`config.mk`:
```
export PLATFORM = sky130hd
export DESIGN_NAME = goertzel_bin_magnitude
export DESIGN_NICKNAME = d
export VERILOG_FILES = /design/src/sv/gbm_pkg.sv /design/src/sv/gbm_mac.sv /design/src/sv/gbm_sqrt.sv /design/src/sv/goertzel_bin_magnitude.sv
export SDC_FILE = /design/constraint.sdc
export NUM_CORES = 2
export LEC_CHECK = 0
export CORE_UTILIZATION = 65
export DETAILED_ROUTE_END_ITERATION = 7
export DONT_BUFFER_PORTS = 1
export GPL_TIMING_DRIVEN = 1
export PLACE_DENSITY_LB_ADDON = 0.05
export SLEW_MARGIN = 0
export SYNTH_ARGS = -nofsm -noshare
export SYNTH_HDL_FRONTEND = slang
export SYNTH_SLANG_ARGS = --single-unit
```
`constraint.sdc`:
```
create_clock -name clk -period 17.5 [get_ports clk]
set_clock_uncertainty 0.05 [all_clocks]
set_input_delay 2.625 -clock clk [delete_from_list [all_inputs] [get_ports clk]]
set_output_delay 2.625 -clock clk [all_outputs]
set_load 0.02 [all_outputs]
```
`src/sv/gbm_pkg.sv`:
```
// Shared constants, types and command structures for the Goertzel bin magnitude block.
package gbm_pkg;

    localparam int SAMPLE_W    = 16;
    localparam int COEF_W      = 17;
    localparam int SINE_W      = 16;
    localparam int STATE_W     = 48;
    localparam int MAG_W       = 41;
    localparam int COEF_FRAC   = 14;
    localparam int CFG_IDX_W   = 1;
    localparam int CFG_DATA_W  = COEF_W;

    localparam int HALF_W      = STATE_W / 2;
    localparam int OPD_W       = 25;
    localparam int PROD_W      = 2 * OPD_W;
    localparam int ACC_W       = 4 * OPD_W;
    localparam int MP_W        = COEF_W + STATE_W;
    localparam int RND_W       = 52;

    localparam int ROOT_W      = ACC_W / 2;
    localparam int REM_W       = ROOT_W + 3;
    localparam int SQRT_OUT_W  = ROOT_W + 1;
    localparam int SQRT_ITER   = ROOT_W;
    localparam int SQRT_CNT_W  = $clog2(SQRT_ITER);

    typedef enum logic [1:0] {
        SH_NONE = 2'd0,
        SH_HALF = 2'd1,
        SH_OPD  = 2'd2,
        SH_OPD2 = 2'd3
    } mac_shift_t;

    typedef struct packed {
        logic             en;
        logic             clear;
        logic [OPD_W-1:0] a;
        logic [OPD_W-1:0] b;
        mac_shift_t       shift;
    } mac_cmd_t;

    typedef struct packed {
        logic             start;
        logic [ACC_W-1:0] radicand;
    } sqrt_req_t;

    typedef enum logic [CFG_IDX_W-1:0] {
        CFG_COS = 1'b0,
        CFG_SIN = 1'b1
    } cfg_index_t;

endpackage

```
`src/sv/gbm_mac.sv`:
```
// Shared 25x25 unsigned multiply-accumulate unit with selectable partial-product weight.
module gbm_mac (
    input  logic                           clk,
    input  gbm_pkg::mac_cmd_t              cmd,
    output logic [gbm_pkg::ACC_W-1:0]      acc
);

    logic [gbm_pkg::PROD_W-1:0] prod;
    logic [gbm_pkg::ACC_W-1:0]  term;
    logic [gbm_pkg::ACC_W-1:0]  acc_reg;
    logic [gbm_pkg::ACC_W-1:0]  acc_next;

    always_comb
    begin
        prod = gbm_pkg::PROD_W'(cmd.a) * gbm_pkg::PROD_W'(cmd.b);
        case (cmd.shift)
            gbm_pkg::SH_NONE: term = gbm_pkg::ACC_W'(prod);
            gbm_pkg::SH_HALF: term = gbm_pkg::ACC_W'(prod) << gbm_pkg::HALF_W;
            gbm_pkg::SH_OPD:  term = gbm_pkg::ACC_W'(prod) << gbm_pkg::OPD_W;
            gbm_pkg::SH_OPD2: term = gbm_pkg::ACC_W'(prod) << (2 * gbm_pkg::OPD_W);
            default:          term = '0;
        endcase
        if (cmd.en)
        begin
            acc_next = (cmd.clear ? '0 : acc_reg) + term;
        end
        else
        begin
            acc_next = acc_reg;
        end
    end

    always_ff @(posedge clk)
    begin
        acc_reg <= acc_next;
    end

    assign acc = acc_reg;

endmodule

```
`src/sv/gbm_sqrt.sv`:
```
// Digit-by-digit square root, one result bit per cycle, rounded to nearest.
module gbm_sqrt (
    input  logic                               clk,
    input  logic                               rst_n,
    input  gbm_pkg::sqrt_req_t                 req,
    output logic                               done,
    output logic [gbm_pkg::SQRT_OUT_W-1:0]     root
);

    logic                              busy_reg;
    logic                              done_reg;
    logic [gbm_pkg::SQRT_CNT_W-1:0]    cnt_reg;
    logic [gbm_pkg::ACC_W-1:0]         rad_reg;
    logic [gbm_pkg::REM_W-1:0]         rem_reg;
    logic [gbm_pkg::ROOT_W-1:0]        root_reg;

    logic [gbm_pkg::REM_W-1:0]         rem_sh;
    logic [gbm_pkg::REM_W-1:0]         trial;
    logic [gbm_pkg::REM_W-1:0]         rem_next;
    logic [gbm_pkg::ROOT_W-1:0]        root_next;

    always_comb
    begin
        rem_sh = {rem_reg[gbm_pkg::REM_W-3:0], rad_reg[gbm_pkg::ACC_W-1 -: 2]};
        trial  = gbm_pkg::REM_W'({root_reg, 2'b01});
        if (rem_sh >= trial)
        begin
            rem_next  = rem_sh - trial;
            root_next = {root_reg[gbm_pkg::ROOT_W-2:0], 1'b1};
        end
        else
        begin
            rem_next  = rem_sh;
            root_next = {root_reg[gbm_pkg::ROOT_W-2:0], 1'b0};
        end
    end

    always_ff @(posedge clk or negedge rst_n)
    begin
        if (!rst_n)
        begin
            busy_reg <= 1'b0;
            done_reg <= 1'b0;
            cnt_reg  <= '0;
        end
        else
        begin
            done_reg <= busy_reg && (cnt_reg == '0);
            if (req.start)
            begin
                busy_reg <= 1'b1;
                cnt_reg  <= gbm_pkg::SQRT_CNT_W'(gbm_pkg::SQRT_ITER - 1);
            end
            else if (busy_reg)
            begin
                if (cnt_reg == '0)
                begin
                    busy_reg <= 1'b0;
                end
                else
                begin
                    cnt_reg <= cnt_reg - 1'b1;
                end
            end
        end
    end

    always_ff @(posedge clk)
    begin
        if (req.start)
        begin
            rad_reg  <= req.radicand;
            rem_reg  <= '0;
            root_reg <= '0;
        end
        else if (busy_reg)
        begin
            rad_reg  <= {rad_reg[gbm_pkg::ACC_W-3:0], 2'b00};
            rem_reg  <= rem_next;
            root_reg <= root_next;
        end
    end

    // remainder is v - r^2; round up when it exceeds r
    assign root = gbm_pkg::SQRT_OUT_W'(root_reg)
                + gbm_pkg::SQRT_OUT_W'(rem_reg > gbm_pkg::REM_W'(root_reg));
    assign done = done_reg;

endmodule

```
`src/sv/goertzel_bin_magnitude.sv`:
```
// Top level: sequencer, recursion state and result register of the Goertzel bin detector.
//
//  port group                  dir   width            transfer when
//  sample, last_sample         in    16 + 1           in_valid && in_ready
//  bin_magnitude               out   41               out_valid && out_ready
//  cfg_index, cfg_data         in    1 + 17           cfg_valid && cfg_ready (always ready)
//
//  Ordinary sample: accept, two MAC passes, round, update, then ready for the next transfer.
//  Last sample: the magnitude becomes valid once the square root is through, and the next
//  transfer is taken after that; the 50-step square root dominates.
//  All products go through the one 25x25 MAC unit.
//  A magnitude still waiting in the output register holds the next one back, in_ready low.
//  rst_n clears the coefficients, the recursion and all control state.
module goertzel_bin_magnitude (
    input  logic                                 clk,
    input  logic                                 rst_n,
    input  logic signed [gbm_pkg::SAMPLE_W-1:0]  sample,
    input  logic                                 last_sample,
    input  logic                                 in_valid,
    output logic                                 in_ready,
    output logic [gbm_pkg::MAG_W-1:0]            bin_magnitude,
    output logic                                 out_valid,
    input  logic                                 out_ready,
    input  logic [gbm_pkg::CFG_IDX_W-1:0]        cfg_index,
    input  logic [gbm_pkg::CFG_DATA_W-1:0]       cfg_data,
    input  logic                                 cfg_valid,
    output logic                                 cfg_ready
);

    typedef enum logic [7:0] {
        ST_IDLE      = 8'b00000001,
        ST_MUL       = 8'b00000010,
        ST_RND       = 8'b00000100,
        ST_UPD       = 8'b00001000,
        ST_SQR       = 8'b00010000,
        ST_SQRT_GO   = 8'b00100000,
        ST_SQRT_WAIT = 8'b01000000,
        ST_EMIT      = 8'b10000000
    } state_t;

    typedef enum logic [1:0] {
        JOB_P  = 2'd0,
        JOB_RE = 2'd1,
        JOB_IM = 2'd2
    } job_t;

    state_t state_reg;
    job_t   job_reg;
    logic [2:0] step_reg;

    logic signed [gbm_pkg::COEF_W-1:0]   c_reg;
    logic signed [gbm_pkg::SINE_W-1:0]   sin_reg;
    logic signed [gbm_pkg::SAMPLE_W-1:0] x_reg;
    logic                                last_reg;
    logic signed [gbm_pkg::STATE_W-1:0]  s1_reg;
    logic signed [gbm_pkg::STATE_W-1:0]  s2_reg;
    logic signed [gbm_pkg::RND_W-1:0]    rnd_reg;
    logic signed [gbm_pkg::RND_W-1:0]    re_reg;
    logic signed [gbm_pkg::RND_W-1:0]    im_reg;
    logic                                out_valid_reg;
    logic [gbm_pkg::MAG_W-1:0]           mag_reg;

    gbm_pkg::mac_cmd_t                   mac_cmd;
    logic [gbm_pkg::ACC_W-1:0]           acc;
    gbm_pkg::sqrt_req_t                  sqrt_req;
    logic                                sqrt_done;
    logic [gbm_pkg::SQRT_OUT_W-1:0]      sqrt_root;

    logic [gbm_pkg::COEF_W-1:0]          c_mag;
    logic [gbm_pkg::SINE_W-1:0]          sin_mag;
    logic [gbm_pkg::STATE_W-1:0]         s1_mag;
    logic                                mul_neg;
    logic [gbm_pkg::MP_W-1:0]            rnd_sum;
    logic [gbm_pkg::MP_W-1:0]            rnd_shift;
    logic signed [gbm_pkg::RND_W-1:0]    rnd_mag;
    logic signed [gbm_pkg::RND_W-1:0]    rnd_val;
    logic signed [gbm_pkg::RND_W+1:0]    upd_sum;
    logic                                upd_ovf;
    logic signed [gbm_pkg::STATE_W-1:0]  upd_sat;
    logic signed [gbm_pkg::RND_W-1:0]    sq_val;
    logic [gbm_pkg::RND_W-1:0]           sq_abs;
    logic [gbm_pkg::OPD_W-1:0]           sq_lo;
    logic [gbm_pkg::OPD_W-1:0]           sq_hi;
    logic [gbm_pkg::MAG_W-1:0]           mag_sat;
    logic                                emit_load;

    gbm_mac u_mac (
        .clk (clk),
        .cmd (mac_cmd),
        .acc (acc)
    );

    gbm_sqrt u_sqrt (
        .clk   (clk),
        .rst_n (rst_n),
        .req   (sqrt_req),
        .done  (sqrt_done),
        .root  (sqrt_root)
    );

    always_comb
    begin
        c_mag   = c_reg[gbm_pkg::COEF_W-1] ? gbm_pkg::COEF_W'(-c_reg) : c_reg;
        sin_mag = sin_reg[gbm_pkg::SINE_W-1] ? gbm_pkg::SINE_W'(-sin_reg) : sin_reg;
        s1_mag  = s1_reg[gbm_pkg::STATE_W-1] ? gbm_pkg::STATE_W'(-s1_reg) : s1_reg;
        mul_neg = (job_reg == JOB_IM) ? (sin_reg[gbm_pkg::SINE_W-1] ^ s1_reg[gbm_pkg::STATE_W-1])
                                      : (c_reg[gbm_pkg::COEF_W-1] ^ s1_reg[gbm_pkg::STATE_W-1]);

        // round half away from zero on the magnitude
        if (job_reg == JOB_RE)
        begin
            rnd_sum   = acc[gbm_pkg::MP_W-1:0] + (gbm_pkg::MP_W'(1) << gbm_pkg::COEF_FRAC);
            rnd_shift = rnd_sum >> (gbm_pkg::COEF_FRAC + 1);
        end
        else
        begin
            rnd_sum   = acc[gbm_pkg::MP_W-1:0] + (gbm_pkg::MP_W'(1) << (gbm_pkg::COEF_FRAC - 1));
            rnd_shift = rnd_sum >> gbm_pkg::COEF_FRAC;
        end
        rnd_mag = rnd_shift[gbm_pkg::RND_W-1:0];
        rnd_val = mul_neg ? -rnd_mag : rnd_mag;

        upd_sum = (gbm_pkg::RND_W+2)'(x_reg) + (gbm_pkg::RND_W+2)'(rnd_reg)
                - (gbm_pkg::RND_W+2)'(s2_reg);
        upd_ovf = !((&upd_sum[gbm_pkg::RND_W+1:gbm_pkg::STATE_W-1])
                 || !(|upd_sum[gbm_pkg::RND_W+1:gbm_pkg::STATE_W-1]));
        if (upd_ovf)
        begin
            upd_sat = upd_sum[gbm_pkg::RND_W+1]
                    ? {1'b1, {(gbm_pkg::STATE_W-1){1'b0}}}
                    : {1'b0, {(gbm_pkg::STATE_W-1){1'b1}}};
        end
        else
        begin
            upd_sat = upd_sum[gbm_pkg::STATE_W-1:0];
        end

        sq_val = step_reg[2] ? im_reg : re_reg;
        sq_abs = sq_val[gbm_pkg::RND_W-1] ? gbm_pkg::RND_W'(-sq_val) : sq_val;
        sq_lo  = sq_abs[gbm_pkg::OPD_W-1:0];
        sq_hi  = sq_abs[2*gbm_pkg::OPD_W-1:gbm_pkg::OPD_W];

        mac_cmd       = '0;
        mac_cmd.clear = (step_reg == '0);
        if (state_reg == ST_MUL)
        begin
            mac_cmd.en    = 1'b1;
            mac_cmd.a     = (job_reg == JOB_IM) ? gbm_pkg::OPD_W'(sin_mag)
                                                : gbm_pkg::OPD_W'(c_mag);
            mac_cmd.b     = step_reg[0]
                          ? gbm_pkg::OPD_W'(s1_mag[gbm_pkg::STATE_W-1:gbm_pkg::HALF_W])
                          : gbm_pkg::OPD_W'(s1_mag[gbm_pkg::HALF_W-1:0]);
            mac_cmd.shift = step_reg[0] ? gbm_pkg::SH_HALF : gbm_pkg::SH_NONE;
        end
        else if (state_reg == ST_SQR)
        begin
            mac_cmd.en = 1'b1;
            case (step_reg[1:0])
                2'd0:
                begin
                    mac_cmd.a     = sq_lo;
                    mac_cmd.b     = sq_lo;
                    mac_cmd.shift = gbm_pkg::SH_NONE;
                end
                2'd1:
                begin
                    mac_cmd.a     = sq_lo;
                    mac_cmd.b     = sq_hi;
                    mac_cmd.shift = gbm_pkg::SH_OPD;
                end
                2'd2:
                begin
                    mac_cmd.a     = sq_hi;
                    mac_cmd.b     = sq_lo;
                    mac_cmd.shift = gbm_pkg::SH_OPD;
                end
                default:
                begin
                    mac_cmd.a     = sq_hi;
                    mac_cmd.b     = sq_hi;
                    mac_cmd.shift = gbm_pkg::SH_OPD2;
                end
            endcase
        end

        sqrt_req.start    = (state_reg == ST_SQRT_GO);
        sqrt_req.radicand = acc;

        if (|sqrt_root[gbm_pkg::SQRT_OUT_W-1:gbm_pkg::MAG_W])
        begin
            mag_sat = '1;
        end
        else
        begin
            mag_sat = sqrt_root[gbm_pkg::MAG_W-1:0];
        end

        emit_load = (state_reg == ST_EMIT) && (!out_valid_reg || out_ready);
    end

    always_ff @(posedge clk or negedge rst_n)
    begin
        if (!rst_n)
        begin
            c_reg   <= '0;
            sin_reg <= '0;
        end
        else if (cfg_valid)
        begin
            case (cfg_index)
                gbm_pkg::CFG_COS: c_reg   <= cfg_data[gbm_pkg::COEF_W-1:0];
                gbm_pkg::CFG_SIN: sin_reg <= cfg_data[gbm_pkg::SINE_W-1:0];
                default:          c_reg   <= c_reg;
            endcase
        end
    end

    always_ff @(posedge clk or negedge rst_n)
    begin
        if (!rst_n)
        begin
            state_reg     <= ST_IDLE;
            job_reg       <= JOB_P;
            step_reg      <= '0;
            s1_reg        <= '0;
            s2_reg        <= '0;
            out_valid_reg <= 1'b0;
        end
        else
        begin
            if (emit_load)
            begin
                out_valid_reg <= 1'b1;
            end
            else if (out_valid_reg && out_ready)
            begin
                out_valid_reg <= 1'b0;
            end
            case (state_reg)
                ST_IDLE:
                begin
                    if (in_valid)
                    begin
                        job_reg   <= JOB_P;
                        step_reg  <= '0;
                        state_reg <= ST_MUL;
                    end
                end
                ST_MUL:
                begin
                    if (step_reg[0])
                    begin
                        step_reg  <= '0;
                        state_reg <= ST_RND;
                    end
                    else
                    begin
                        step_reg <= step_reg + 1'b1;
                    end
                end
                ST_RND:
                begin
                    state_reg <= ST_UPD;
                end
                ST_UPD:
                begin
                    case (job_reg)
                        JOB_P:
                        begin
                            s1_reg <= upd_sat;
                            s2_reg <= s1_reg;
                            if (last_reg)
                            begin
                                job_reg   <= JOB_RE;
                                state_reg <= ST_MUL;
                            end
                            else
                            begin
                                state_reg <= ST_IDLE;
                            end
                        end
                        JOB_RE:
                        begin
                            job_reg   <= JOB_IM;
                            state_reg <= ST_MUL;
                        end
                        default:
                        begin
                            step_reg  <= '0;
                            state_reg <= ST_SQR;
                        end
                    endcase
                end
                ST_SQR:
                begin
                    step_reg <= step_reg + 1'b1;
                    if (&step_reg)
                    begin
                        state_reg <= ST_SQRT_GO;
                    end
                end
                ST_SQRT_GO:
                begin
                    state_reg <= ST_SQRT_WAIT;
                end
                ST_SQRT_WAIT:
                begin
                    if (sqrt_done)
                    begin
                        state_reg <= ST_EMIT;
                    end
                end
                ST_EMIT:
                begin
                    if (emit_load)
                    begin
                        s1_reg    <= '0;
                        s2_reg    <= '0;
                        state_reg <= ST_IDLE;
                    end
                end
                default:
                begin
                    state_reg <= ST_IDLE;
                end
            endcase
        end
    end

    always_ff @(posedge clk)
    begin
        if (state_reg == ST_IDLE && in_valid)
        begin
            x_reg    <= sample;
            last_reg <= last_sample;
        end
        if (state_reg == ST_RND)
        begin
            rnd_reg <= rnd_val;
        end
        if (state_reg == ST_UPD && job_reg == JOB_RE)
        begin
            re_reg <= rnd_reg - gbm_pkg::RND_W'(s2_reg);
        end
        if (state_reg == ST_UPD && job_reg == JOB_IM)
        begin
            im_reg <= rnd_reg;
        end
        if (emit_load)
        begin
            mag_reg <= mag_sat;
        end
    end

    assign in_ready      = (state_reg == ST_IDLE);
    assign out_valid     = out_valid_reg;
    assign bin_magnitude = mag_reg;
    assign cfg_ready     = 1'b1;

    a_accept_starts: assert property (@(posedge clk) disable iff (!rst_n)
        in_valid && in_ready |=> state_reg == ST_MUL && step_reg == '0 && job_reg == JOB_P)
        else $error("transfer did not start the recursion product");

    a_sqrt_done_wait: assert property (@(posedge clk) disable iff (!rst_n)
        sqrt_done |-> state_reg == ST_SQRT_WAIT)
        else $error("square root finished outside its wait state");

    a_emit_clears: assert property (@(posedge clk) disable iff (!rst_n)
        emit_load |=> out_valid_reg && s1_reg == '0 && s2_reg == '0 && state_reg == ST_IDLE)
        else $error("result load did not clear the recursion");

    a_s1_writes: assert property (@(posedge clk) disable iff (!rst_n)
        !$stable(s1_reg) |-> $past(state_reg) == ST_UPD || $past(state_reg) == ST_EMIT)
        else $error("recursion state changed outside update or emit");

endmodule
```
# Word level (Yosys, flattened, before mapping)
# Index checks and enable logic that the tools add are counted.
op_classes:
  addsub: 15
  mul: 1
  magnitude_cmp: 2
  n_eq_ne: 25
  muxes: 53
  n_bitwise: 3
  reduce_logical: 32
ops:
  columns: ["cell", "n"]
  rows:
  - ["one-hot mux 100 bit (4 select lines)", 1]
  - ["2-to-1 mux 100 bit", 3]
  - ["2-to-1 mux 48 bit", 6]
  - ["2-to-1 mux 52 bit", 4]
  - ["one-hot mux 48 bit (2 select lines)", 2]
  - ["one-hot mux 52 bit (3 select lines)", 1]
  - ["adder 100 bit", 1]
  - ["adder 65 x 14 -> 65 bit, second input constant", 1]
  - ["adder 65 x 15 -> 65 bit, second input constant", 1]
  - ["one-hot mux 8 bit (8 select lines)", 1]
  - ["subtractor 53 x 48 -> 54 bit", 1]
  - ["adder 16 x 52 -> 53 bit", 1]
  - [">= comparator 53 x 52 -> 1 bit", 1]
  - ["greater-than comparator 53 x 50 -> 1 bit", 1]
  - ["2-to-1 mux 53 bit", 1]
  - ["subtractor 53 x 52 -> 53 bit", 1]
  - ["negator 51 -> 52 bit", 1]
  - ["subtractor 52 x 48 -> 52 bit", 1]
  - ["adder 50 x 1 -> 51 bit", 1]
  - ["2-to-1 mux 51 bit", 1]
  - ["multiplier 25 x 25 -> 50 bit", 1]
  - ["2-to-1 mux 50 bit", 1]
  - ["negator 50 bit", 1]
  - ["negator 48 bit", 1]
  - ["other kinds (47)", 96]
totals:
  ff_bits: 668
  out_inout_bits: 44
  word_cells: 152

# Longest topological paths before layout
depth:
  ltp_word: 9
  depth_mapped: 60

# Modules after synthesis
# A second synthesis with hierarchy kept.
hier_totals:
  cells_unflattened: 8435
  hier_area_um2: 73679.4
by_module_without_submodules:
  columns: ["module", "instances", "cells_each", "area_each_um2", "seq_area_each_um2"]
  rows:
  - ["gbm_mac", 1, 3860, 32180.9, 3002.9]
  - ["goertzel_bin_magnitude", 1, 3236, 28582.4, 9945.8]
  - ["gbm_sqrt", 1, 1339, 12916.1, 5265.0]

# Least setup slack after synthesis
# Ideal clock, no wire load.
synth_timing:
  path_kind: "register -> register"
  from: "reg step_reg[2]"
  to: "reg u_mac.acc_reg (netlist bit u_mac.acc[96]), data pin"
  arrival_ns: 13.801
  slack_ns: 3.375
  path_stages_with_launch: 56
  n_path_buf: 9
  cell_sequence: "dfrtp_1 > buf_4 > buf_6 > buf_6 > buf_2 > buf_2 > buf_4 > buf_2 > buf_2 > mux2i_1 > ha_1 > o221ai_1 > nor3b_2 > nand4b_1 > nor3_1 > nor2_1 > xor2_1 > o22a_1 > [20 not listed] > a311oi_2 > nor3_1 > or4_1 > a31o_2 > a21oi_1 > xor2_1 > o21ai_0 > ha_1 > nand2_1 > nor3_1 > nand3_1 > or3b_2 > o41a_1 > a2111oi_0 > o21ai_0 > nand3b_1 > o41ai_1 > xor2_1"
synth_via:
  elab_chain_len: 9
  elab_cells_between_ends: 11
synth_rtl:
  columns: ["element", "line_no", "rtl"]
  rows:
  - ["from (decl)", "goertzel_bin_magnitude.sv:49", "logic [2:0] step_reg;"]
  - ["from (signal assigned)", "goertzel_bin_magnitude.sv:258", "step_reg <= step_reg + 1'b1;"]
  - ["from (signal assigned)", "goertzel_bin_magnitude.sv:296", "step_reg <= step_reg + 1'b1;"]
  - ["2-to-1 mux 52 bit", "goertzel_bin_magnitude.sv:138", "sq_val = step_reg[2] ? im_reg : re_reg;"]
  - ["negator 50 bit", "goertzel_bin_magnitude.sv:139", "sq_abs = sq_val[gbm_pkg::RND_W-1] ? gbm_pkg::RND_W'(-sq_val) : sq_val;"]
  - ["2-to-1 mux 50 bit", "goertzel_bin_magnitude.sv:139", null]
  - ["one-hot mux 52 bit (3 select lines)", "goertzel_bin_magnitude.sv:158", "case (step_reg[1:0])"]
  - ["2-to-1 mux 52 bit", "goertzel_bin_magnitude.sv:155", "else if (state_reg == ST_SQR)"]
  - ["2-to-1 mux 52 bit", "goertzel_bin_magnitude.sv:145", "if (state_reg == ST_MUL)"]
  - ["multiplier 25 x 25 -> 50 bit", "gbm_mac.sv:15", "prod = gbm_pkg::PROD_W'(cmd.a) * gbm_pkg::PROD_W'(cmd.b);"]
  - ["one-hot mux 100 bit (4 select lines)", "gbm_mac.sv:16", "case (cmd.shift)"]
  - ["adder 100 bit *", "gbm_mac.sv:25", "acc_next = (cmd.clear ? '0 : acc_reg) + term;"]
  - ["to (signal assigned)", "gbm_mac.sv:35", "acc_reg <= acc_next;"]
  - ["to (decl)", "gbm_mac.sv:10", "logic [gbm_pkg::ACC_W-1:0] acc_reg;"]
# Every way passes the cells marked *; elsewhere a longest branch is shown, timed or not.
# A chain may end at the register's enable or synchronous reset.

# Worst setup path in the final report
# Same ends and word-level chain as after synthesis.

==> run summary <==
CP Launch Point - step_reg[2]
Vias in the first global route - 61,100
Overall Global Routing Usage - 41.3%
Worst reg2reg startpoint - step_reg[2]
Die Y - 337 um
Fin crit share - 94.9%
Setup TNS - 0 ns
Yosys reg bits - 666
IO buf count - 0
Gpl congestion - 1.05
Pwr Total - 3460 uW
Worst Path Class, Setup - reg -> reg
Final min period - 16.61 ns
WP data required - 17.88 ns
Routed Antenna Nets - 0
M3 GR Usage - 10.1%
Synth Cell Area - 73,100 um2
Status - complete, no violations
Synthesized area per cell - 8.45 um2
Hold buffer count at CTS - 0
Synthesis Warnings - 0
Die area - 114,000 um2
Post-synth EDFFs - 412
Max Root-Sink Buffers - 3
Slowest cell on crit path - a22oi_1
Count of cell types in the netlist - 110
DRT iter0 DRCs - 7,079
Crit path largest cell delay - 0.98 ns
Worst path top cell family by delay - compound AO/OA/AOI/OAI gates
Effective utilization at floorplan - 65.8%
Critical path capture point type - flip-flop
CP Launch Type - flip-flop
Initial antenna violation count - 5
Synth area leader - edfxtp_1
Crit-path most repeated cell - fa_1
Most common cell in the netlist - nand2_1
Crit-path max FO - 54
Vias per cell - 6.40
Remaining Overflow, GRT - 0
Final setup vio count - 0
Routed len/inst - 23.7 um
Main synth FF type - edfxtp_1
Synth area leaders - edfxtp_1, fa_1, ha_1
DRC violations left - 0
Row count - 122
Met2 usage - 63.5%
Pin count of the biggest net entering global routing - 175
Met1 global-route usage - 54.0%
Fmax - 60.2 MHz
Fillers - 9,114
Cells after Synth - 8,658
Final max-slew violation count - 0
Die Wd - 337 um
Total Nets Final - 9,439
Pwr dens - 45.2 nW/um2
Total CTS buffers - 78
Async set-reset flop share out of synthesis - 22.7%
First-pass GRT wire length - 360 mm
Core area - 111,000 um2
Worst slew pin tran - 1.32 ns
Sink Count - 666
Hold Path Class - reg -> reg
Sequential fraction of the synthesis area - 24.9%
Endpoints failing hold - 0
DRT Wirelength - 235 mm
Share of the synthesized area in the top cell type - 16.9%
Leakage - 0.0353 uW
CTS tree - built
Relative slew slack - 11.7%
I/O pin cnt - 84
HP Start - u_sqrt.rem_reg[4]
Bufs and invs on worst path - 4
Pre-antenna DRT Iters - 6
Root buf cell - clkbuf_16
VDD IR max - 81.2 uV
Post-synth top cells - nand2_1, inv_1, nor2_1, fa_1, a21oi_1
Worst-path clk slew - 0.07 ns
Clock Latency Late Sink - 0.70 ns
H-tree depth - 3
Layout cell share with drive strength beyond 1 - 4.69%
Via count - 63,500
Post-DP HPWL - 181 mm
GR peak layer - met2
RSZ-0062 raised after global routing - false
Max cap viols - 0
PostCTS Resize Cnt - 0
Post-CTS setup buffer count - 0
Synthesized net count - 9,736
P&R area growth vs syn - 4.86%
Critical path arrival - 16.99 ns
cells by family (layout without fill, tap and decap cells):
| logic type | after synthesis | after routing | synth area share, % |
|---|---|---|---|
| compound gates | 1787 | 1787 | 15.8 |
| xor+xnor | 547 | 547 | 6.55 |
| fa+ha+maj | 1038 | 1038 | 23.7 |
| buf+inv | 1531 | 1300 | 8.08 |
| flops | 666 | 666 | 24.9 |
| mux | 171 | 171 | 2.40 |
| other cells | 1 | 5 | 0.00513 |
| simple gates | 2917 | 2917 | 18.6 |
placed cells by master, fill, tap and decap left out, types with 17 or more instances in the layout:
cell	count
nand2_1	1186
inv_1	1039
nor2_1	673
fa_1	580
a21oi_1	502
ha_1	458
edfxtp_1	412
o21ai_0	367
xnor2_1	324
xor2_1	221
a21o_1	202
and2_1	181
dfrtp_1	146
nor3_1	144
mux2i_1	135
nand3_1	130
nand4_1	128
o31ai_1	106
buf_4	105
dfxtp_1	103
nand2b_1	86
a31oi_1	81
clkbuf_16	81
nor2b_1	68
o21bai_1	62
and3_1	59
nor4_1	51
o211ai_1	49
a211oi_1	48
or3_1	44
o21a_1	40
mux2_2	35
o22ai_1	34
a221o_1	31
or4_1	30
or2_2	24
nor3b_1	23
o311ai_0	21
a21boi_0	19
o41ai_1	17
report_power, final:
group	internal, uW	switching, uW
Clock	955	731
Combinational	41.0	48.6
Sequential	1670	18.7
Total	2670	798
stage by stage:
stage          instance area [um2]  utilization (%)  hold WS, ns  setup WS (ns)  std cells
3_5_place_dp                 74100             66.6        0.430           1.20       9769
4_1_cts                      76700             69.0        0.438           1.14       9915
6_report                     76700             69.0        0.442          0.895       9919
5_1_grt                      76700             69.0        0.454          0.179       9915
2_1_floorplan                73100                -        0.376           3.38       8658
3_3_place_gp                 74100             66.6        0.421           1.53       9769
layer usage:
layer | part of all wire (%) | vias to the layer above
met5 | 0.023 | -
met4 | 6.2 | 8
met3 | 11 | 751
met2 | 44 | 3277
met1 | 39 | 30700
li1 | - | 28700
worst reg2reg max path, delay by kind of cell, from the launching register on:
family | cells | cell delay, ns
DFF | 1 | 0.90
muxes | 1 | 0.55
and+or+nand+nor | 13 | 3.72
AOI/OAI and AO/OA | 15 | 5.55
adders and majority gates | 9 | 4.48
buffers and inverters | 4 | 0.43
xor gates and xnor gates | 3 | 0.69
final timing paths:
kind / end / slack [ns] / depth (start not counted)
max: u_mac.acc[96] / 0.89 / 45
min: u_sqrt.rem_reg[4] / 0.44 / 2
max reg2reg: u_mac.acc[96] / 0.89 / 45
min reg2reg: u_sqrt.rem_reg[4] / 0.44 / 2
max in group asynchronous: state_reg[0] / 15.48 / 0
min in group asynchronous: s2_reg[10] / 1.59 / 0
layout make-up:
class / instances / area, um2 / area share, %
antenna: 4 / 10.0 / 0.0131
clock buffer: 105 / 2190 / 2.86
timing repair buffer: 106 / 808 / 1.05
inverter: 1048 / 3940 / 5.13
tap: 1488 / 1860 / 2.43
clock inverter: 41 / 422 / 0.550
multi-input combinational: 6461 / 49200 / 64.2
sequential: 666 / 18200 / 23.8
Power figures use the tool's default switching activity.
